===== src/design/chm_pkg.sv =====
`default_nettype none
package chm_pkg;

    // Table geometry
    localparam int SLOTS      = 1024;
    localparam int SLOT_W     = $clog2(SLOTS);
    localparam int CNT_W      = SLOT_W + 1;
    localparam int FULL_LIMIT = SLOTS * 7;
    localparam int LOAD_W     = CNT_W + 4;

    // Mixer constants
    localparam logic [63:0] MIX_C1 = 64'hbf58476d1ce4e5b9;
    localparam logic [63:0] MIX_C2 = 64'h94d049bb133111eb;
    localparam int MIX_SH0 = 30;
    localparam int MIX_SH1 = 27;
    localparam int MIX_SH2 = 31;

    // Queue between front and back
    localparam int Q_DEPTH = 2;
    localparam int Q_PTR_W = $clog2(Q_DEPTH);
    localparam int Q_CNT_W = Q_PTR_W + 1;

    // Stream widths
    localparam int S_DATA_W = 112;
    localparam int M_DATA_W = 56;

    typedef enum logic [1:0] {
        ACT_GET    = 2'd0,
        ACT_PUT    = 2'd1,
        ACT_REMOVE = 2'd2,
        ACT_ITER   = 2'd3
    } action_t;

    typedef enum logic [1:0] {
        ST_OK        = 2'd0,
        ST_NOT_FOUND = 2'd1,
        ST_FULL      = 2'd2,
        ST_END       = 2'd3
    } status_t;

    typedef struct packed {
        action_t            action;
        logic [63:0]        key;
        logic [31:0]        handle;
        logic [CNT_W-1:0]   start;
        logic [SLOT_W-1:0]  home;
    } item_t;

    typedef struct packed {
        logic               valid;
        logic [SLOT_W-1:0]  home;
        logic [31:0]        value;
        logic [63:0]        key;
    } entry_t;

    localparam int ENTRY_W = $bits(entry_t);

    typedef struct packed {
        logic               we;
        logic [SLOT_W-1:0]  waddr;
        entry_t             wdata;
        logic [SLOT_W-1:0]  raddr;
    } mem_req_t;

    typedef struct packed {
        logic               hit;
        logic [31:0]        value;
        logic [CNT_W-1:0]   nxt_slot;
        status_t            status;
        logic [CNT_W-1:0]   total;
    } res_t;

endpackage
`default_nettype wire


===== src/design/chm_front.sv =====
`default_nettype none
module chm_front (
    input  wire logic                              clk,
    input  wire logic                              rst_n,
    input  wire logic                              s_tvalid,
    output logic                                   s_tready,
    // key_x[31:0], key_z[63:32], value_handle[95:64], start_slot[106:96]
    input  wire logic [chm_pkg::S_DATA_W-1:0]      s_tdata,
    // action[1:0]
    input  wire logic [1:0]                        s_tuser,
    output logic                                   q_valid,
    output chm_pkg::item_t                         q_item,
    input  wire logic                              q_pop
);

    typedef enum logic [2:0] {
        F_IDLE = 3'b001,
        F_HASH = 3'b010,
        F_PUSH = 3'b100
    } fstate_t;

    localparam logic [2:0] STEP_LO1  = 3'd0;
    localparam logic [2:0] STEP_MID1 = 3'd1;
    localparam logic [2:0] STEP_HI1  = 3'd2;
    localparam logic [2:0] STEP_LO2  = 3'd3;
    localparam logic [2:0] STEP_MID2 = 3'd4;
    localparam logic [2:0] STEP_HI2  = 3'd5;

    fstate_t                 state_reg, state_next;
    logic [2:0]              step_reg, step_next;
    logic [63:0]             k_reg, k_next;
    logic [63:0]             acc_reg, acc_next;
    chm_pkg::item_t          item_reg, item_next;

    chm_pkg::item_t          fifo_reg [chm_pkg::Q_DEPTH];
    logic [chm_pkg::Q_PTR_W-1:0] wr_ptr_reg, rd_ptr_reg;
    logic [chm_pkg::Q_CNT_W-1:0] fill_reg;

    logic [63:0] packed_key;
    logic [63:0] c_sel;
    logic [31:0] op_a, op_b;
    logic [63:0] prod, sum, mix1, mix2;
    logic        accept, push, fifo_full;

    assign s_tready   = (state_reg == F_IDLE);
    assign accept     = s_tvalid && s_tready;
    assign fifo_full  = (fill_reg == chm_pkg::Q_CNT_W'(chm_pkg::Q_DEPTH));
    assign push       = (state_reg == F_PUSH) && !fifo_full;
    assign q_valid    = (fill_reg != '0);
    assign q_item     = fifo_reg[rd_ptr_reg];
    assign packed_key = {s_tdata[63:32], s_tdata[31:0]};

    // Shared 32x32 multiplier: one partial product per step
    always_comb
    begin
        c_sel = (step_reg < STEP_LO2) ? chm_pkg::MIX_C1 : chm_pkg::MIX_C2;
        op_a  = (step_reg == STEP_HI1 || step_reg == STEP_HI2) ? k_reg[63:32] : k_reg[31:0];
        op_b  = (step_reg == STEP_MID1 || step_reg == STEP_MID2) ? c_sel[63:32] : c_sel[31:0];
        prod  = 64'(op_a) * 64'(op_b);
        if (step_reg == STEP_LO1 || step_reg == STEP_LO2)
        begin
            sum = prod;
        end
        else
        begin
            sum = acc_reg + {prod[31:0], 32'd0};
        end
        mix1 = sum ^ (sum >> chm_pkg::MIX_SH1);
        mix2 = sum ^ (sum >> chm_pkg::MIX_SH2);
    end

    // Hash sequencer
    always_comb
    begin
        state_next = state_reg;
        step_next  = step_reg;
        k_next     = k_reg;
        acc_next   = acc_reg;
        item_next  = item_reg;
        case (state_reg)
            F_IDLE:
            begin
                if (accept)
                begin
                    item_next.action = chm_pkg::action_t'(s_tuser);
                    item_next.key    = packed_key;
                    item_next.handle = s_tdata[95:64];
                    item_next.start  = s_tdata[106:96];
                    item_next.home   = '0;
                    k_next     = packed_key ^ (packed_key >> chm_pkg::MIX_SH0);
                    step_next  = STEP_LO1;
                    state_next = F_HASH;
                end
            end
            F_HASH:
            begin
                acc_next  = sum;
                step_next = step_reg + 3'd1;
                if (step_reg == STEP_HI1)
                begin
                    k_next = mix1;
                end
                if (step_reg == STEP_HI2)
                begin
                    item_next.home = mix2[chm_pkg::SLOT_W-1:0];
                    state_next     = F_PUSH;
                end
            end
            F_PUSH:
            begin
                if (!fifo_full)
                begin
                    state_next = F_IDLE;
                end
            end
            default:
            begin
                state_next = F_IDLE;
            end
        endcase
    end

    always_ff @(posedge clk or negedge rst_n)
    begin
        if (!rst_n)
        begin
            state_reg <= F_IDLE;
        end
        else
        begin
            state_reg <= state_next;
        end
    end

    always_ff @(posedge clk)
    begin
        step_reg <= step_next;
        k_reg    <= k_next;
        acc_reg  <= acc_next;
        item_reg <= item_next;
    end

    // Hand-off queue
    always_ff @(posedge clk or negedge rst_n)
    begin
        if (!rst_n)
        begin
            wr_ptr_reg <= '0;
            rd_ptr_reg <= '0;
            fill_reg   <= '0;
        end
        else
        begin
            if (push)
            begin
                wr_ptr_reg <= wr_ptr_reg + 1'b1;
            end
            if (q_pop && q_valid)
            begin
                rd_ptr_reg <= rd_ptr_reg + 1'b1;
            end
            if (push && !(q_pop && q_valid))
            begin
                fill_reg <= fill_reg + 1'b1;
            end
            else if (!push && q_pop && q_valid)
            begin
                fill_reg <= fill_reg - 1'b1;
            end
        end
    end

    always_ff @(posedge clk)
    begin
        if (push)
        begin
            fifo_reg[wr_ptr_reg] <= item_reg;
        end
    end

endmodule
`default_nettype wire


===== config.mk =====
export PLATFORM = sky130hd
export DESIGN_NAME = chm_front
export DESIGN_NICKNAME = d
export VERILOG_FILES = /design/src/design/chm_pkg.sv /design/src/design/chm_front.sv
export SDC_FILE = /design/constraint.sdc
export NUM_CORES = 2
export LEC_CHECK = 0
export BUFFER_PORTS_ARGS = -buffer_cell sky130_fd_sc_hd__buf_2
export CAP_MARGIN = 20
export CORE_UTILIZATION = 40
export CTS_CLUSTER_SIZE = 20
export DETAILED_ROUTE_END_ITERATION = 16
export GPL_TIMING_DRIVEN = 0
export PLACE_DENSITY = 0.66
export SYNTH_ARGS = -nofsm -noshare
export SYNTH_HDL_FRONTEND = slang
export SYNTH_SLANG_ARGS = --single-unit

===== constraint.sdc =====
create_clock -name clk -period 14.05 [get_ports clk]
set_input_delay 2.81 -clock clk [delete_from_list [all_inputs] [get_ports clk]]
set_output_delay 2.81 -clock clk [all_outputs]
set_load 0.05 [all_outputs]

==> results.yml <==
drt:
  firstDrtPassIters: 5
  vias_per_cell: 5.35
  drtIter0Drc: 3420
  wl_per_cell_um: 27.3
  ant_nets: 0
  wl_um: 177000
  dr_total_vias: 34600
  drc: 0
yosys:
  yosys.area_share.simple_pct: 7.16
  synth_warnings: 0
  synth_edf_count: 488
  synthFlopType: "edfxtp_1"
  yosys-mux-area-fraction_pct: 4.24
  synth_top_family_by_area: "adder cells"
  synth_compound_area_share_pct: 6.10
  ys_types: 82
  syn_nets: 5787
  synthTopCellsByArea: "fa_1, edfxtp_1, ha_1"
  async_flop_share_pct: 1.41
  seq_area_frac_synth_pct: 29.5
  synth_top_cell_by_area: "fa_1"
  synth_top_area_share_pct: 32.7
  synth_cells: 4478
  syn_avg_cell_area_um2: 11.2
  ys_ff_latch: 495
  synth_xor_area_share_pct: 2.59
  synth-adder-area-share_pct: 41.9
  syn_area_um2: 50300
placed_design:
  gp_congestion: 0.983
  port_buffers: 233
  placed_area_um2: 54000
  dp_hpwl_um: 151000
  preCtsSetupSlack_ns: 0.231
setup_path:
  end_kind: "flip-flop"
  max_stage_delay_ns: 0.70
  r2r_cells: 38
  rr_endpoint: "k_reg[36]"
  crit_arrival_ns: 14.05
  critPathMostFrequentCell: "fa_1"
  crit_buf_inv: 8
  r2r_slack_ns: 0.33
  cp.required_ns: 14.38
  critPathLaunchType: "flip-flop"
  cp-startpoint: "step_reg[1]"
  path_max_fanout: 10
  path_class: "flip-flop to flip-flop"
  r2r-start: "step_reg[1]"
  crit_family: "adder cells"
  slowest_stage: "a2111oi_2"
floorplan:
  die_h_um: 357
  fp-row-count: 129
  die_area_um2: 127000
  ios: 239
  initial_core_util_pct: 40.5
  die_x_um: 357
  design.core.area_um2: 124000
finish:
  design_area_um2: 55400
  area_delta_synth_final_pct: 10.2
  finalNetCount: 6099
  drive_gt1_share_pct: 11.2
  largest_register_ffs: 238
sta:
  tightest_slew_ns: 1.21
  min_period_ns: 13.72
  fin_crit_sh_pct: 97.7
  finalClockSkew_ns: 0.0219
  layout_setup_ws_ns: 0.328
  hold_violations: 0
  setup_viol: 0
  rsz0062_at_grt: "false"
  timing.fmax_mhz: 72.9
  worst_slew_margin_rel_pct: 19.3
  slew_violations: 0
grt:
  globalRouteOverflowTotal: 0
  first_global_vias: 35900
  grt_use_met3_pct: 5.18
  grt_max_degree: 74
  grt_pass1_wl_um: 254000
  grt_util_met1_pct: 38.9
  antenna_found_initial: 5
  grt_busiest_layer: "met2"
  grt_util_all_layers_pct: 28.1
  grtUsageMet2_pct: 44.1
clock_tree:
  clockBufferDepth: 3
  cts_resized: 0
  cts_num_sinks: 495
  htreeDepth: 2
  clk_latency_ns: 0.58
  path_clk_slew_ns: 0.07
  cts-root-buf: "clkbuf_16"
  numCtsBuffers: 44
  hold_buffers: 0
  tritoncts: "done"
  cts_setup_buffers: 0
hold_path:
  min_path_cells: 0
  min_from: "item_reg[67]"
  min_to: "fifo_reg[0][67]"
  hp-class: "flip-flop to flip-flop"
job:
  max_cap_violations: 0
outcome:
  status: "finished, final reports clean"
stage by stage:
stage	setup TNS [ns]	utilization, %	hold WS [ns]	instances
after floorplan	0	-	0.421	4478
after global placement	-6.37	43.1	0.422	6348
after detailed placement	0	43.5	0.430	6378
after CTS	0	44.6	0.443	6458
after global routing	0	44.6	0.447	6464
final	0	44.6	0.437	6465
cells in the mapped netlist (8+ instances only):
library cell / n
inv_1: 1004
ha_1: 369
edfxtp_1: 488
o31ai_1: 13
and3_1: 12
fa_1: 822
or3_1: 8
nor3_1: 34
xnor2_1: 90
o211ai_1: 15
o21a_1: 17
xor2_1: 51
mux2_2: 158
clkbuf_1: 102
nand3_1: 25
nand2_1: 296
a211oi_1: 16
buf_2: 9
nand2b_1: 11
buf_1: 17
a211o_1: 9
nor2b_1: 13
mux2i_1: 35
o21ai_0: 90
nand4_1: 28
o21bai_1: 21
nor2_1: 366
o21ai_1: 8
a31oi_1: 22
or2_2: 10
a21o_1: 47
o22ai_1: 23
a21oi_1: 140
cell type report:
class	count	area [um2]
flip-flops and latches	495	14800
diodes	4	10.0
inverters	1006	3780
well taps	1637	2050
plain buffers	128	495
multi-input cells	2849	31200
clock inverters	20	164
clock buffers	60	1170
repair buffers	266	1650
fillers	11700	68700
logic make-up after synthesis:
group,count (synthesis)
adder cells (fa/ha/maj),1191
buffers and inverters,1134
AND/OR/NAND/NOR,842
flip-flops,495
AO/OA/AOI/OAI,479
multiplexers,193
XOR/XNOR,144
routing by layer:
| layer | vias up | part of all wire [%] | wire length, um |
|---|---|---|---|
| met2 | 1498 | 46 | 81200 |
| met4 | 4 | 4.4 | 7700 |
| met3 | 289 | 8.1 | 14300 |
| met1 | 17900 | 42 | 73500 |
| met5 | - | 0.012 | 22 |
| li1 | 15000 | - | - |
worst max-delay path by stage:
stage,endpoint,slack [ns],cells after the start
after floorplan,k_reg[36],3.81,40
after global placement,k_reg[36],-0.71,38
after detailed placement,k_reg[36],0.23,37
after CTS,k_reg[36],0.18,37
after global routing,k_reg[36],0.09,39
final,k_reg[36],0.33,38
cells in the final DEF, fill, tap and decap left out, types with 47 or more instances in the layout:
cell      synthesis  final
a21o_1           47     47
xnor2_1          90     90
clkbuf_1        102    116
a21oi_1         140    140
ha_1            369    369
inv_1          1004   1003
edfxtp_1        488    488
mux2_2          158    158
nor2_1          366    365
fa_1            822    822
nand2_1         296    296
o21ai_0          90     89
buf_2             9    242
xor2_1           51     51
Power is left out: the tool's default activity adds up to more than one toggle a clock period on the data nets, which glitch-free logic cannot reach.
