<file path="config.mk">
export PLATFORM = sky130hd
export DESIGN_NAME = chm_ram
export DESIGN_NICKNAME = d
export VERILOG_FILES = /design/src/design/chm_ram.sv
export SDC_FILE = /design/constraint.sdc
export NUM_CORES = 1
export LEC_CHECK = 0
export ABC_CLOCK_PERIOD_IN_PS = 1650
export BUFFER_PORTS_ARGS = -buffer_cell sky130_fd_sc_hd__buf_2
export CORE_MARGIN = 4
export CORE_UTILIZATION = 45
export CTS_BUF_LIST = sky130_fd_sc_hd__clkbuf_16
export DETAILED_ROUTE_END_ITERATION = 16
export PLACE_DENSITY_LB_ADDON = 0.3
export SYNTH_ARGS = -nofsm -noshare
export SYNTH_HDL_FRONTEND = slang
export SYNTH_SLANG_ARGS = --single-unit
export TNS_END_PERCENT = 30
</file>
<file path="constraint.sdc">
create_clock -name clk -period 1.65 [get_ports clk]
set_input_delay 0.165 -clock clk [delete_from_list [all_inputs] [get_ports clk]]
set_output_delay 0.165 -clock clk [all_outputs]
set_load 0.05 [all_outputs]
</file>
<file path="src/design/chm_ram.sv">
`default_nettype none
module chm_ram #(
    parameter int WIDTH = 8,
    parameter int DEPTH = 16
) (
    input  wire logic                     clk,
    input  wire logic                     we,
    input  wire logic [$clog2(DEPTH)-1:0] waddr,
    input  wire logic [WIDTH-1:0]         wdata,
    input  wire logic [$clog2(DEPTH)-1:0] raddr,
    output logic      [WIDTH-1:0]         rdata
);

    logic [WIDTH-1:0] mem [DEPTH];

    // Write port and registered read port
    always_ff @(posedge clk)
    begin
        if (we)
        begin
            mem[waddr] <= wdata;
        end
        rdata <= mem[raddr];
    end

endmodule
`default_nettype wire

</file>
==> results of run 1 <==
==> power groups by stage <==
| stage | Sequential, mW | Clock [mW] | Combinational (mW) |
|---|---|---|---|
| 2_1_floorplan | 4.03 | 0 | 0.196 |
| 3_3_place_gp | 3.95 | 0 | 0.445 |
| 3_5_place_dp | 3.96 | 0 | 0.451 |
| 4_1_cts | 3.89 | 3.50 | 0.452 |
| 5_1_grt | 3.89 | 3.68 | 0.480 |
| 6_report | 3.89 | 3.46 | 0.443 |
==> Yosys cell counts <==
cell             count
a22oi_1             16
clkdlybuf4s25_2      3
mux4_2              18
dfxtp_1              8
edfxtp_1           128
nor2b_1              1
and2b_1              1
mux4_1              14
buf_6                3
nor3_1               4
nand3b_1             2
buf_2                3
nor2_1              13
or3b_2               1
buf_4                1
nand3_1              1
and2_1               1
nand2b_1             2
nand2_1              9
==> per-layer routing <==
layer | vias up | routed length [um]
met5 | - | 0
met4 | 0 | 70
met3 | 9 | 481
met2 | 56 | 4930
met1 | 1250 | 4230
li1 | 1092 | -
==> cells by family (layout without fill, tap and decap cells) <==
logic type / count (synthesis) / in the layout / share of synthesized area
multiplexers: 32 / 32 / 0.150
AND/OR/NAND/NOR: 35 / 35 / 0.0318
AO/OA/AOI/OAI: 16 / 16 / 0.0233
buffers and inverters: 10 / 79 / 0.0168
flip-flops: 136 / 136 / 0.778
==> worst max-delay path: stages (launching register included) <==
cell,delay (ns)
edfxtp_1,0.36
mux4_1,0.50
a22oi_1,0.31
nand2_1,0.09
==> cells in the final DEF, fill, tap and decap left out, types with 4 or more instances in the layout <==
| master | Yosys | layout |
|---|---|---|
| buf_4 | 1 | 18 |
| mux4_2 | 18 | 18 |
| nand2_1 | 9 | 9 |
| a22oi_1 | 16 | 16 |
| nor2_1 | 13 | 13 |
| dfxtp_1 | 8 | 8 |
| buf_2 | 3 | 25 |
| mux4_1 | 14 | 14 |
| clkbuf_16 | 0 | 17 |
| edfxtp_1 | 128 | 128 |
| buf_12 | 0 | 4 |
==> layout make-up <==
type	instances	area share
flip-flops and latches	136	0.653
clock inverters	15	0.0206
repair buffers	47	0.0555
well taps	140	0.0286
multi-input cells	83	0.173
clock buffers	17	0.0694
==> metrics by stage <==
step / std cells / hold WS [ns] / instance area, sq um
2_1_floorplan: 229 / 0.264 / 5150
3_3_place_gp: 406 / 0.557 / 5580
3_5_place_dp: 406 / 0.561 / 5580
4_1_cts: 438 / 0.128 / 6130
5_1_grt: 438 / 0.138 / 6130
6_report: 438 / 0.135 / 6130
==> worst min-delay path by stage <==
stage | start | to | slack (ns) | depth (start not counted)
after floorplan | wdata[0] | mem[0][0]$_DFFE_PP_ | 0.26 | 0
after global placement | wdata[5] | mem[6][5]$_DFFE_PP_ | 0.56 | 1
after detailed placement | wdata[6] | mem[6][6]$_DFFE_PP_ | 0.56 | 1
after CTS | wdata[0] | mem[6][0]$_DFFE_PP_ | 0.13 | 1
after global routing | wdata[6] | mem[4][6]$_DFFE_PP_ | 0.14 | 1
final | wdata[0] | mem[6][0]$_DFFE_PP_ | 0.13 | 1
==> flip-flops by register name, indices dropped and copies added (netlist names) <==
signal	cells
mem	128
rdata	8
==> impl_metrics.csv, run 1 <==
group,metric,value,unit
worst_setup_path,regToRegEndpoint,"rdata[2]$_DFF_P_",
sta,min_period_over_period,0.839,
clock_tree,clock_sinks,136,
power_and_ir_drop,pwr_density_cell,1270,nW/um^2
finish,multiInputGateArea,1060,sq um
worst_setup_path,worst_ep_required_time,1.93,ns
sta,worst_slack,0.265,ns
finish,area.sequential,4000,sq um
clock_tree,clock_path_buffers,2,
worst_setup_path,start_kind,"register",
power_and_ir_drop,pwr-share-seq,0.499,
sta,clock_skew,0.00712,ns
floorplanning,start_util,0.467,
global_route,use_met1,0.218,
clock_tree,numCtsBuffers,17,
detailed_routing,wl,9710,um
worst_setup_path,regToRegSetupSlack,0.27,ns
sta,fmax,0.722,GHz
clock_tree,path_clk_slew,0.06,ns
sta,rsz0062_at_grt,"false",
floorplanning,die-area,13200,sq um
detailed_routing,drt_iter0_drc,213,
power_and_ir_drop,internal_power,6.10,mW
placed_design,port-buffer-count,25,
worst_setup_path,arrival,1.66,ns
clock_tree,cts_setup_buffers,0,
sta,final_max_slew_viol_count,0,
sta,tightest_slew,0.376,ns
worst_setup_path,timing.rr.start,"mem[9][2]$_DFFE_PP_",
logic_synthesis,yosysTopAreaCell,"edfxtp_1",
clock_tree,root_buffer,"clkbuf_16",
finish,drive_above_1_share,0.322,
min_path,hold_class,"primary input to register",
detailed_routing,drc,0,
power_and_ir_drop,p_sw_frac,0.217,
logic_synthesis,syn-cell-area,5150,sq um
logic_synthesis,ys_warn_count,0,
power_and_ir_drop,peakVddDrop,0.000852,V
detailed_routing,dr.pass1.iters,4,
logic_synthesis,netlist-cell-type-count,19,
global_route,grtUsageMet2,0.256,
global_route,use_met3,0.0479,
worst_setup_path,crit_type,"register to register",
logic_synthesis,syn-num-nets,247,
finish,fillers,847,
sta,finalSetupTns,0,ns
finish,syn_to_final_growth,19.2,%
worst_setup_path,crit_path_end_kind,"register",
global_route,grt_pass1_wl,15000,um
logic_synthesis,synth.area.top_cells,"edfxtp_1 75%, mux4_2 7.9%, mux4_1 7.1%",
clock_tree,htree_levels,4,
worst_setup_path,critPathCapture,"rdata[2]$_DFF_P_",
power_and_ir_drop,p_switching,1.69,mW
detailed_routing,vias,2407,
detailed_routing,drt-vias-per-instance,5.50,
global_route,antenna_found_initial,0,
sta,hold_viol,0,
global_route,track_usage,0.160,
detailed_routing,drt.antenna.violating_nets,0,
clock_tree,cts_hold_buf,0,
global_route,grt_max_degree,33,
placed_design,post-place-ws,-0.000335,ns
sta,fin_crit,1.38,ns
logic_synthesis,ys_ff_latch,136,
logic_synthesis,synth_top_area_share,0.747,
job,maxCapViolations,0,
floorplanning,fp.dieH,115,um
clock_tree,tritoncts,"yes",
status,status,"finished clean",
floorplanning,dieWidth,115,um
sta,setup_violations,0,
logic_synthesis,syn_inst,229,
clock_tree,insertion_delay,0.41,ns
global_route,grt_pass1_vias,2481,
worst_setup_path,crit_fanout,1,
global_route,globalRoute.totalOverflow,0,
placed_design,dp_hpwl,6060,um
floorplanning,coreArea,11000,sq um
logic_synthesis,synth-seq-area-share,0.778,
finish,num-nets-final,303,
floorplanning,ios,26,
clock_tree,cts.repair.resized,0,
worst_setup_path,crit_path_start,"mem[9][2]$_DFFE_PP_",
worst_setup_path,ff2ff_path_depth,3,
finish,final_util,0.556,
floorplanning,rows,38,
power_and_ir_drop,pwr-share-clk,0.444,
power_and_ir_drop,totalPowerFinal,7.78,mW
power_and_ir_drop,cellLeakagePower,2.09,nW
placed_design,gp_congestion,0.732,
sta,relSlewSlack,0.749,
power_and_ir_drop,combinationalPowerShare,0.057,
global_route,grt-busiest-layer,"met2",
detailed_routing,wl_per_cell,22.2,um
logic_synthesis,synth.avg_cell_area,22.5,sq um
finish,n_antenna_cell,0,
Note: power is estimated with default switching activity, not from simulation.
==> run 2: changes to the inputs <==
--- a/config.mk
+++ b/config.mk
@@ -5,7 +5,7 @@
 export SDC_FILE = /design/constraint.sdc
 export NUM_CORES = 1
 export LEC_CHECK = 0
-export ABC_CLOCK_PERIOD_IN_PS = 1650
+export ABC_CLOCK_PERIOD_IN_PS = 1200
 export BUFFER_PORTS_ARGS = -buffer_cell sky130_fd_sc_hd__buf_2
 export CORE_MARGIN = 4
 export CORE_UTILIZATION = 45
==> constraint.sdc (replaced) <==
create_clock -name clk -period 1.2 [get_ports clk]
set_input_delay 0.12 -clock clk [delete_from_list [all_inputs] [get_ports clk]]
set_output_delay 0.12 -clock clk [all_outputs]
set_load 0.05 [all_outputs]
==> run 2 against run 1 <==
The run now ends with setup timing left; clock skew is essentially flat; sequential share of layout area shrank 1.4 points; register-to-register slack lost 0.31 ns; largest power group unchanged.
==> impl_metrics.csv, run 2 (synthesized netlist as in run 1, its figures left out) <==
group,metric,value,unit
finish,n_antenna_cell,0,
power_and_ir_drop,cellLeakagePower,2.13,nW
global_route,grt_pass1_wl,15800,um
clock_tree,insertion_delay,0.41,ns
global_route,track_usage,0.170,
clock_tree,root_buffer,"clkbuf_16",
finish,num-nets-final,312,
finish,fillers,841,
sta,rsz0062_at_grt,"true",
clock_tree,clock_path_buffers,2,
power_and_ir_drop,pwr_density_cell,1760,nW/um^2
finish,final_common_cell,"edfxtp_1",
job,maxCapViolations,0,
floorplanning,ios,26,
min_path,hold_class,"primary input to register",
floorplanning,start_util,0.467,
detailed_routing,wl_per_cell,22.7,um
clock_tree,numCtsBuffers,17,
floorplanning,coreArea,11000,sq um
status,status,"finished, violations left",
floorplanning,rows,38,
finish,drive_above_1_share,0.420,
detailed_routing,wl,10200,um
sta,clock_skew,0.00744,ns
status,violations,"setup timing",
sta,hold_viol,0,
placed_design,place_area,5680,sq um
global_route,grt_pass1_vias,2573,
worst_setup_path,start_kind,"register",
global_route,antenna_found_initial,0,
worst_setup_path,cp_cell_sequence,"mux4_2 > a22oi_2 > nand2_1",
placed_design,dp.cells,415,
worst_setup_path,crit_type,"register to register",
sta,setup_violations,6,
sta,worst_slack,-0.0463,ns
clock_tree,clock_sinks,136,
sta,relSlewSlack,0.303,
clock_tree,htree_levels,4,
worst_setup_path,arrival,1.55,ns
sta,fmax,0.802,GHz
global_route,globalRoute.totalOverflow,0,
floorplanning,die-area,13200,sq um
detailed_routing,drt-vias-per-instance,5.53,
clock_tree,path_clk_slew,0.06,ns
finish,regMostFlops,"mem",
finish,largestRegisters,"mem: 128 flops, rdata: 8 flops",
floorplanning,fp.dieH,115,um
power_and_ir_drop,peakVddDrop,0.00104,V
finish,mostFrequentLayoutCells,"128 x edfxtp_1, 31 x mux4_2, 28 x buf_4",
finish,syn_to_final_growth,21.7,%
sta,min_period_over_period,1.04,
placed_design,gp_congestion,0.766,
sta,finalSetupTns,-0.132,ns
placed_design,dp_hpwl,6620,um
global_route,grt_max_degree,17,
worst_setup_path,critPathBufInv,0,
worst_setup_path,crit_path_top_delay_cell,"mux4_2",
detailed_routing,vias,2473,
sta,fin_crit,1.25,ns
clock_tree,tritoncts,"yes",
worst_setup_path,critical-path-top-delay-family,"multiplexers",
finish,layoutNonFillerInstCount,447,
finish,largest_register_ffs,128,
detailed_routing,drc,0,
sta,tightest_slew,1.04,ns
worst_setup_path,crit_path_end_kind,"register",
worst_setup_path,crit_fanout,1,
sta,final_max_slew_viol_count,0,
worst_setup_path,slowest_delay,0.48,ns
detailed_routing,dr.pass1.iters,4,
finish,final_cell_area,6260,sq um
detailed_routing,drt_iter0_drc,172,
placed_design,port-buffer-count,25,
detailed_routing,drt.antenna.violating_nets,0,
worst_setup_path,worst_ep_required_time,1.50,ns
floorplanning,dieWidth,115,um
==> run 2: worst register-to-register path, cell delays in order (launching register included) <==
cell      delay [ns]
edfxtp_1        0.36
mux4_2          0.48
a22oi_2         0.22
nand2_1         0.07
==> run 2: metrics by stage <==
stage	util	worst slack (ns)	power, mW	hold slack [ns]
6_report	0.568	-0.0463	11.0	0.0924
2_1_floorplan	-	-0.112	5.82	0.219
5_1_grt	0.568	-0.0952	11.4	0.0946
3_5_place_dp	0.515	-0.342	6.08	0.517
4_1_cts	0.567	-0.0431	11.1	0.0789
3_3_place_gp	0.515	-0.335	6.07	0.509
==> run 2: final timing paths <==
check                         endpoint  slack (ns)  depth (start not counted)                  from
setup / recovery      rdata[2]$_DFF_P_       -0.05                          3  mem[11][2]$_DFFE_PP_
hold / removal    mem[15][7]$_DFFE_PP_        0.09                          1              wdata[7]
setup reg to reg      rdata[2]$_DFF_P_       -0.05                          3  mem[11][2]$_DFFE_PP_
hold reg to reg       rdata[6]$_DFF_P_        0.68                          3   mem[7][6]$_DFFE_PP_
==> run 2: area by class of cell <==
type                       instances  area (sq um)  share of cell area
sequential                       136          4000               0.639
tap                              140           175              0.0280
timing repair buffer              56           425              0.0679
clock buffer                      17           425              0.0679
multi-input combinational         83          1090               0.174
clock inverter                    15           145              0.0232
==> run 2: repair_timing <==
action / CTS / global route
setup buffers: 0 / 0
hold buffers: 0 / 0
pin swaps: 13 / 3
setup endpoints to repair: 10 / 8
resized for setup: 24 / 2
==> run 2: power by group <==
part | internal [mW] | switching (mW)
Clock | 3.19 | 1.79
Sequential | 5.31 | 0.0350
Combinational | 0.265 | 0.406
Total | 8.77 | 2.23
==> run 2: per-layer routing <==
layer	up-vias	GRT usage	routed length [um]	share of wire
met4	0	0.0751	190	0.019
met1	1280	0.239	4460	0.44
met5	-	0	0	0
li1	1089	-	-	-
met2	88	0.255	4880	0.48
met3	16	0.0426	633	0.062
