$ cat config.mk
export PLATFORM = sky130hd
export DESIGN_NAME = chm_back
export DESIGN_NICKNAME = d
export VERILOG_FILES = /design/src/design/chm_pkg.sv /design/src/design/chm_back.sv
export SDC_FILE = /design/constraint.sdc
export NUM_CORES = 1
export LEC_CHECK = 0
export ABC_AREA = 0
export CAP_MARGIN = 5
export CORE_AREA = 2 2 207 362
export DETAILED_ROUTE_END_ITERATION = 10
export DIE_AREA = 0 0 209 364
export DONT_BUFFER_PORTS = 1
export GPL_TIMING_DRIVEN = 0
export HOLD_SLACK_MARGIN = 0.08
export PLACE_DENSITY = 0.5
export SETUP_SLACK_MARGIN = 0.02
export SLEW_MARGIN = 20
export SYNTH_ARGS = -nofsm -noshare
export SYNTH_HDL_FRONTEND = slang
export SYNTH_SLANG_ARGS = --single-unit
$ cat constraint.sdc
create_clock -name clk -period 7.85 [get_ports clk]
set_clock_uncertainty 0.05 [all_clocks]
set_input_delay 1.1775 -clock clk [delete_from_list [all_inputs] [get_ports clk]]
set_output_delay 1.1775 -clock clk [all_outputs]
set_load 0.05 [all_outputs]
$ cat src/design/chm_pkg.sv
`default_nettype none
package chm_pkg;

    // Table geometry
    localparam int SLOTS      = 1024;
    localparam int SLOT_W     = $clog2(SLOTS);
    localparam int CNT_W      = SLOT_W + 1;
    localparam int FULL_LIMIT = SLOTS * 7;
    localparam int LOAD_W     = CNT_W + 4;

    // Mixer constants
    localparam logic [63:0] MIX_C1 = 64'hbf58476d1ce4e5b9;
    localparam logic [63:0] MIX_C2 = 64'h94d049bb133111eb;
    localparam int MIX_SH0 = 30;
    localparam int MIX_SH1 = 27;
    localparam int MIX_SH2 = 31;

    // Queue between front and back
    localparam int Q_DEPTH = 2;
    localparam int Q_PTR_W = $clog2(Q_DEPTH);
    localparam int Q_CNT_W = Q_PTR_W + 1;

    // Stream widths
    localparam int S_DATA_W = 112;
    localparam int M_DATA_W = 56;

    typedef enum logic [1:0] {
        ACT_GET    = 2'd0,
        ACT_PUT    = 2'd1,
        ACT_REMOVE = 2'd2,
        ACT_ITER   = 2'd3
    } action_t;

    typedef enum logic [1:0] {
        ST_OK        = 2'd0,
        ST_NOT_FOUND = 2'd1,
        ST_FULL      = 2'd2,
        ST_END       = 2'd3
    } status_t;

    typedef struct packed {
        action_t            action;
        logic [63:0]        key;
        logic [31:0]        handle;
        logic [CNT_W-1:0]   start;
        logic [SLOT_W-1:0]  home;
    } item_t;

    typedef struct packed {
        logic               valid;
        logic [SLOT_W-1:0]  home;
        logic [31:0]        value;
        logic [63:0]        key;
    } entry_t;

    localparam int ENTRY_W = $bits(entry_t);

    typedef struct packed {
        logic               we;
        logic [SLOT_W-1:0]  waddr;
        entry_t             wdata;
        logic [SLOT_W-1:0]  raddr;
    } mem_req_t;

    typedef struct packed {
        logic               hit;
        logic [31:0]        value;
        logic [CNT_W-1:0]   nxt_slot;
        status_t            status;
        logic [CNT_W-1:0]   total;
    } res_t;

endpackage
`default_nettype wire

$ cat src/design/chm_back.sv
`default_nettype none
module chm_back (
    input  wire logic                              clk,
    input  wire logic                              rst_n,
    input  wire logic                              q_valid,
    input  chm_pkg::item_t                         q_item,
    output logic                                   q_pop,
    output chm_pkg::mem_req_t                      mem_req,
    input  wire logic [chm_pkg::ENTRY_W-1:0]       mem_rdata,
    output logic                                   out_valid,
    input  wire logic                              out_ready,
    output chm_pkg::res_t                          out_res
);

    typedef enum logic [9:0] {
        B_CLEAR = 10'b0000000001,
        B_IDLE  = 10'b0000000010,
        B_PRD   = 10'b0000000100,
        B_PEX   = 10'b0000001000,
        B_SRD   = 10'b0000010000,
        B_SEX   = 10'b0000100000,
        B_RRD   = 10'b0001000000,
        B_REX   = 10'b0010000000,
        B_ITRD  = 10'b0100000000,
        B_ITEX  = 10'b1000000000
    } bstate_t;

    localparam int SW = chm_pkg::SLOT_W;
    localparam int CW = chm_pkg::CNT_W;

    bstate_t                 state_reg, state_next;
    chm_pkg::item_t          item_reg, item_next;
    logic [SW-1:0]           addr_reg, addr_next;
    logic [SW-1:0]           probe_reg, probe_next;
    logic [SW-1:0]           nx_reg, nx_next;
    logic [CW-1:0]           shift_reg, shift_next;
    logic [CW-1:0]           iidx_reg, iidx_next;
    logic [SW-1:0]           clr_reg, clr_next;
    logic [CW-1:0]           count_reg, count_next;
    logic [31:0]             held_reg, held_next;
    chm_pkg::entry_t         mov_reg, mov_next;
    chm_pkg::res_t           res_reg, res_next;
    logic                    out_valid_reg, out_valid_next;

    chm_pkg::entry_t         rd;
    chm_pkg::res_t           fin;
    logic                    finish;
    logic                    key_hit, load_full;
    logic [chm_pkg::LOAD_W-1:0] load10;

    assign rd        = chm_pkg::entry_t'(mem_rdata);
    assign key_hit   = rd.valid && (rd.key == item_reg.key);
    assign load10    = chm_pkg::LOAD_W'({count_reg, 3'b000}) + chm_pkg::LOAD_W'({count_reg, 1'b0});
    assign load_full = (load10 >= chm_pkg::LOAD_W'(chm_pkg::FULL_LIMIT));
    assign out_valid = out_valid_reg;
    assign out_res   = res_reg;

    always_comb
    begin
        state_next     = state_reg;
        item_next      = item_reg;
        addr_next      = addr_reg;
        probe_next     = probe_reg;
        nx_next        = nx_reg;
        shift_next     = shift_reg;
        iidx_next      = iidx_reg;
        clr_next       = clr_reg;
        count_next     = count_reg;
        held_next      = held_reg;
        mov_next       = mov_reg;
        res_next       = res_reg;
        out_valid_next = out_valid_reg;
        q_pop          = 1'b0;
        finish         = 1'b0;
        fin            = '0;
        mem_req        = '0;
        mem_req.raddr  = addr_reg;
        mem_req.waddr  = addr_reg;

        // Drop the result once taken
        if (out_valid_reg && out_ready)
        begin
            out_valid_next = 1'b0;
        end

        case (state_reg)
            // Sweep valid marks to zero after reset
            B_CLEAR:
            begin
                mem_req.we    = 1'b1;
                mem_req.waddr = clr_reg;
                clr_next      = clr_reg + 1'b1;
                if (clr_reg == SW'(chm_pkg::SLOTS - 1))
                begin
                    state_next = B_IDLE;
                end
            end
            B_IDLE:
            begin
                if (q_valid && !out_valid_reg)
                begin
                    q_pop     = 1'b1;
                    item_next = q_item;
                    if (q_item.action == chm_pkg::ACT_ITER)
                    begin
                        if (q_item.start >= CW'(chm_pkg::SLOTS))
                        begin
                            finish       = 1'b1;
                            fin.nxt_slot = q_item.start;
                            fin.status   = chm_pkg::ST_END;
                        end
                        else
                        begin
                            iidx_next  = q_item.start;
                            addr_next  = q_item.start[SW-1:0];
                            state_next = B_ITRD;
                        end
                    end
                    else
                    begin
                        addr_next  = q_item.home;
                        probe_next = '0;
                        state_next = B_PRD;
                    end
                end
            end
            B_PRD:
            begin
                state_next = B_PEX;
            end
            // Examine one probe slot
            B_PEX:
            begin
                if (!rd.valid || (probe_reg == SW'(chm_pkg::SLOTS - 1) && !key_hit))
                begin
                    finish = 1'b1;
                    if (item_reg.action == chm_pkg::ACT_PUT)
                    begin
                        if (load_full || rd.valid)
                        begin
                            fin.status = chm_pkg::ST_FULL;
                        end
                        else
                        begin
                            mem_req.we          = 1'b1;
                            mem_req.wdata.valid = 1'b1;
                            mem_req.wdata.home  = item_reg.home;
                            mem_req.wdata.value = item_reg.handle;
                            mem_req.wdata.key   = item_reg.key;
                            count_next          = count_reg + 1'b1;
                        end
                    end
                    else
                    begin
                        fin.status = chm_pkg::ST_NOT_FOUND;
                    end
                end
                else if (key_hit)
                begin
                    case (item_reg.action)
                        chm_pkg::ACT_PUT:
                        begin
                            finish              = 1'b1;
                            fin.hit             = 1'b1;
                            fin.value           = rd.value;
                            mem_req.we          = 1'b1;
                            mem_req.wdata       = rd;
                            mem_req.wdata.value = item_reg.handle;
                        end
                        chm_pkg::ACT_REMOVE:
                        begin
                            mem_req.we          = 1'b1;
                            mem_req.wdata       = rd;
                            mem_req.wdata.valid = 1'b0;
                            count_next          = count_reg - 1'b1;
                            held_next           = rd.value;
                            nx_next             = addr_reg + 1'b1;
                            addr_next           = addr_reg + 1'b1;
                            shift_next          = '0;
                            state_next          = B_SRD;
                        end
                        default:
                        begin
                            finish    = 1'b1;
                            fin.hit   = 1'b1;
                            fin.value = rd.value;
                        end
                    endcase
                end
                else
                begin
                    addr_next  = addr_reg + 1'b1;
                    probe_next = probe_reg + 1'b1;
                    state_next = B_PRD;
                end
            end
            B_SRD:
            begin
                state_next = B_SEX;
            end
            // Lift the next cluster entry out of its slot
            B_SEX:
            begin
                if (!rd.valid || shift_reg == CW'(chm_pkg::SLOTS))
                begin
                    finish    = 1'b1;
                    fin.hit   = 1'b1;
                    fin.value = held_reg;
                end
                else
                begin
                    mov_next            = rd;
                    mem_req.we          = 1'b1;
                    mem_req.waddr       = nx_reg;
                    mem_req.wdata       = rd;
                    mem_req.wdata.valid = 1'b0;
                    addr_next           = rd.home;
                    probe_next          = '0;
                    state_next          = B_RRD;
                end
            end
            B_RRD:
            begin
                state_next = B_REX;
            end
            // Find the first free slot for the lifted entry
            B_REX:
            begin
                if (!rd.valid || rd.key == mov_reg.key
                    || probe_reg == SW'(chm_pkg::SLOTS - 1))
                begin
                    mem_req.we          = 1'b1;
                    mem_req.wdata       = mov_reg;
                    mem_req.wdata.valid = 1'b1;
                    if (rd.valid && rd.key != mov_reg.key)
                    begin
                        mem_req.waddr = nx_reg;
                    end
                    nx_next    = nx_reg + 1'b1;
                    addr_next  = nx_reg + 1'b1;
                    shift_next = shift_reg + 1'b1;
                    state_next = B_SRD;
                end
                else
                begin
                    addr_next  = addr_reg + 1'b1;
                    probe_next = probe_reg + 1'b1;
                    state_next = B_RRD;
                end
            end
            B_ITRD:
            begin
                state_next = B_ITEX;
            end
            // Scan forward for an occupied slot
            B_ITEX:
            begin
                if (rd.valid)
                begin
                    finish       = 1'b1;
                    fin.hit      = 1'b1;
                    fin.value    = rd.value;
                    fin.nxt_slot = iidx_reg + 1'b1;
                end
                else if (iidx_reg == CW'(chm_pkg::SLOTS - 1))
                begin
                    finish       = 1'b1;
                    fin.nxt_slot = CW'(chm_pkg::SLOTS);
                    fin.status   = chm_pkg::ST_END;
                end
                else
                begin
                    iidx_next  = iidx_reg + 1'b1;
                    addr_next  = SW'(iidx_reg + 1'b1);
                    state_next = B_ITRD;
                end
            end
            default:
            begin
                state_next = B_IDLE;
            end
        endcase

        // Load the result word
        if (finish)
        begin
            res_next       = fin;
            res_next.total = count_next;
            out_valid_next = 1'b1;
            state_next     = B_IDLE;
        end
    end

    always_ff @(posedge clk or negedge rst_n)
    begin
        if (!rst_n)
        begin
            state_reg     <= B_CLEAR;
            clr_reg       <= '0;
            count_reg     <= '0;
            out_valid_reg <= 1'b0;
        end
        else
        begin
            state_reg     <= state_next;
            clr_reg       <= clr_next;
            count_reg     <= count_next;
            out_valid_reg <= out_valid_next;
        end
    end

    always_ff @(posedge clk)
    begin
        item_reg  <= item_next;
        addr_reg  <= addr_next;
        probe_reg <= probe_next;
        nx_reg    <= nx_next;
        shift_reg <= shift_next;
        iidx_reg  <= iidx_next;
        held_reg  <= held_next;
        mov_reg   <= mov_next;
        res_reg   <= res_next;
    end

    a_count_bound: assert property (@(posedge clk) disable iff (!rst_n)
        count_reg <= CW'(chm_pkg::SLOTS))
        else $error("occupied count beyond table size");

    a_pop_idle: assert property (@(posedge clk) disable iff (!rst_n)
        q_pop |-> (state_reg == B_IDLE && !out_valid_reg))
        else $error("queue popped while busy");

    a_iter_no_write: assert property (@(posedge clk) disable iff (!rst_n)
        (state_reg == B_ITEX || state_reg == B_ITRD) |-> !mem_req.we)
        else $error("table written during scan");

    a_count_step: assert property (@(posedge clk) disable iff (!rst_n)
        (state_reg == B_SEX || state_reg == B_REX) |=> $stable(count_reg))
        else $error("count changed during cluster repair");

endmodule
`default_nettype wire

==> results.txt <==
The clock-pin slew on the worst setup and hold paths came out at 0.07 ns. After synthesis, flip-flops and latches occupy 58.5% of the total area. The routed via count divided by cell count was 5.53. The half-perimeter wire length of the detailed placement result was 65300 um.

Setup repair after global routing left no endpoint under its margin. The largest stage delay on the critical path works out to 0.81 ns. For the worst flop-to-flop path, the logic depth is 10. The count of hold-fix buffers inserted at cts came out at 0.

STA classifies the critical path startpoint as a primary input. For this block, the routed nets add up to 83300 um of wire. The count of clock tree sinks is 387.

Broken down by cell family, the worst path's largest delay share belongs to buffers and inverters. The quantity of I/O buffers inserted on ports works out to 0. The number of buffers on the longest clock path was 3. The flow ran to the end, and the final reports show no timing, DRC or antenna violations.

Counting every instance in the synthesized netlist gives 1675. Routability-driven placement finished with a final weighted congestion of 0.926. The slowest stage of the critical path is the clkbuf_1 cell.

Sorting the synthesized cells by area gives the leading types as edfxtp_1 54%, xnor2_1 6.5%, a22oi_1 5.4%. Startpoint of the worst setup timing path: mem_rdata[15]. The initial utilization of the core area, before any placement, comes to 26.7%. 417 I/O pins were placed. The register with the most flip-flops in the layout has 108 of them. In the routed design, unresolved DRC markers number 0. For the pin count of the biggest net entering global routing, the log shows 47. The tools report the detailed-routed wire length on met2 as 42000 um.

The tools report the remaining antenna violation count as 0. Summed over all cells, the static leakage comes to 7.07 nW. For the number of distinct library cells after synthesis, the log shows 70. The die is 209 um wide. Of the available clock period, the critical path in the final layout requires 95.0%.

The via count was 14968; the post-layout total power was 0.00595 W. Number of antenna violations at the first check in global routing: 7. The max-slew violation count was 0; the level count of the clock H-tree was 2. The core region is 73500 um2. The run gives 0 ns as the final-layout setup total negative slack.

In this run the clock root is driven by a clkbuf_16. The total setup buffers inserted after CTS was 0; the count of nets after finishing was 1981. The top cell type's share of synthesized area came out at 54.4%.

The number of iterations in the first detailed-routing pass was 5. TritonCTS built the clock tree. The run gives 0 as the count of max-cap constraint violations. For the end-of-flow core utilization, the log shows 30.6%.

The most used flip-flop cell after synthesis was edfxtp_1. For the pin with the worst max-slew slack, the measured transition is 1.27 ns. The endpoint identified for the worst register-to-register timing path is nx_reg[2]$_DFFE_PP_. Counting the fill cells in the layout gives 7414. Gates resized during post-CTS repair numbered 0. The tools report the reg-to-reg startpoint as mov_reg[15]$_DFFE_PP_. The tools report the number of placement rows as 132.

The logs give 0.194 mV for the maximum vdd drop and 0 for the total of warnings raised by yosys. Measured along the y axis, the die boundary spans 364 um. The kind of capture point of the worst setup path is an output port. The number of endpoints with negative hold slack in the final report was 0; the average detailed-routed wire length per instance was 30.7 um.

The number of global-route vias before repair is 14897. STA puts the critical path data arrival time at 6.23 ns. The detailed router finished its first iteration with 1192 violations. For this run the aggregate overflow at the end of global routing stands at 0. Counting both buffers and inverters, the worst setup path holds a total of 3. In the synthesized netlist, the cells that appear most often are 355 x edfxtp_1, 168 x a21oi_1, 146 x xnor2_1. Wire length of the first global-routing pass: 115000 um. The number of synthesized register bits came out at 387. Among all cell types in the netlist, the one instantiated most often is edfxtp_1. Insertion delay of the later-clocked pin in the worst-skew pair: 0.59 ns. Among the stages of the critical path, the cell type that occurs most often is clkbuf_1. For flop-to-flop paths, the worst setup slack is 2.43 ns.

The signed area change from the synthesized netlist to the final layout was 14.6%. For this design the ratio of total power to cell area is 265 nW/um2. The overall routing resource usage came out at 21.3%. The sum of routed wire segments on met1 was 29900 um. The die area was 76100 um2. Of the cells placed in the final design, the portion with a size suffix greater than 1 is 7.44%. The worst hold margin came out at 0.239 ns. The net count after synthesis came out at 1926. Timing would allow up to 134 MHz.

In this run the top signal layer used is met4. The worst pin sits at a relative slew slack of 15.4%. Setup violations remaining at the end of the flow were counted as 0. The average size of a mapped cell is 11.7 um2. For the wire length on met3, the log shows 6260 um. The number of clock buffers added by TritonCTS is 43.

Of all nets on the critical path, the largest fanout is 10. By startpoint and endpoint, the worst setup path is classified as in2out. The mapped netlist covers 19600 um2. The signal on the critical path passes through xnor2_1, nand4_1, nor4_1, nand2_1, o211ai_1, and2_1, clkbuf_1, clkbuf_1, clkbuf_1, a22oi_1, o21ai_1.

The class of the tightest hold or removal check was in2async. Summed over all instances, the cell type with the most area after synthesis is edfxtp_1. The proportion of synthesized flip-flops having asynchronous set or reset was 8.27%; the minimum clock period was 7.46 ns. Yosys mapped a number of flops with a built-in enable equal to 355.

STA puts the critical path data required time at 6.62 ns.
-- how the worst max path moves through the flow --
stage | endpoint | slack [ns] | cells after the start
6_report | mem_req[109] | 0.39 | 11
3_3_place_gp | mem_req[67] | -3.51 | 7
3_5_place_dp | mem_req[101] | 0.36 | 11
5_1_grt | mem_req[101] | 0.28 | 11
2_1_floorplan | mem_req[60] | 0.52 | 7
4_1_cts | mem_req[101] | 0.34 | 11
-- cells in the final DEF (no fill, tap or decap), types with 32 or more instances in the layout --
| cell type | count |
|---|---|
| o21ai_1 | 92 |
| xnor2_1 | 146 |
| clkbuf_16 | 45 |
| a22oi_1 | 141 |
| nand4_1 | 47 |
| a21oi_1 | 168 |
| nand2_1 | 105 |
| nand3_1 | 69 |
| o21ai_0 | 32 |
| nor2_1 | 56 |
| a22o_1 | 39 |
| clkbuf_1 | 76 |
| edfxtp_1 | 355 |
| xor2_1 | 38 |
-- metal layers --
metal / vias up / GRT usage, %
li1: 6599 / -
met3: 169 / 5.69
met2: 716 / 37.8
met5: - / 0
met1: 7484 / 22.9
met4: 0 / 11.8
-- cell type report --
type | count | area [um2] | share of cell area, %
antenna | 10 | 25.0 | 0.111
inverter | 20 | 75.1 | 0.334
clock inverter | 26 | 240 | 1.07
tap | 938 | 1170 | 5.23
timing repair buffer | 10 | 183 | 0.814
clock buffer | 50 | 1150 | 5.14
sequential | 387 | 11500 | 51.0
buffer | 99 | 474 | 2.11
multi-input combinational | 1169 | 7670 | 34.1
-- report_power, final --
group | switching, W | internal (W) | total (W) | leakage (nW)
sequential | 0.000279 | 0.00255 | 0.00283 | 3.76
clock | 0.000895 | 0.00118 | 0.00208 | 0.684
combinational | 0.000730 | 0.000310 | 0.00104 | 2.62
total | 0.00190 | 0.00404 | 0.00595 | 7.07
-- cell families (layout without fill, tap and decap cells) --
family	after synthesis	count (layout)	share of synthesized area (%)
AO/OA/AOI/OAI	554	554	17.9
adder cells (fa/ha/maj)	21	21	1.38
AND/OR/NAND/NOR	390	390	10.2
other	0	10	0
flip-flops	387	387	58.5
multiplexers	20	20	1.05
XOR/XNOR	184	184	8.23
buffers and inverters	119	205	2.77
-- worst register-to-register path: stages, from the launching register on --
cell	delay [ns]
edfxtp_1	0.40
xnor2_1	0.67
nand4_1	0.54
nor4_1	0.43
nand2_1	0.25
o211ai_1	0.28
and2_1	0.20
clkbuf_1	0.28
clkbuf_1	0.72
clkbuf_1	0.66
or2_2	0.56
-- per-stage QoR --
stage | area, um2 | std cells | setup slack (ns)
after global routing | 22400 | 2702 | 0.277
after detailed placement | 21000 | 2623 | 0.356
after floorplan | 19600 | 1675 | 0.521
final | 22500 | 2709 | 0.390
after global placement | 20800 | 2613 | -3.51
after CTS | 22400 | 2699 | 0.338
(Power assumes the default switching activity.)
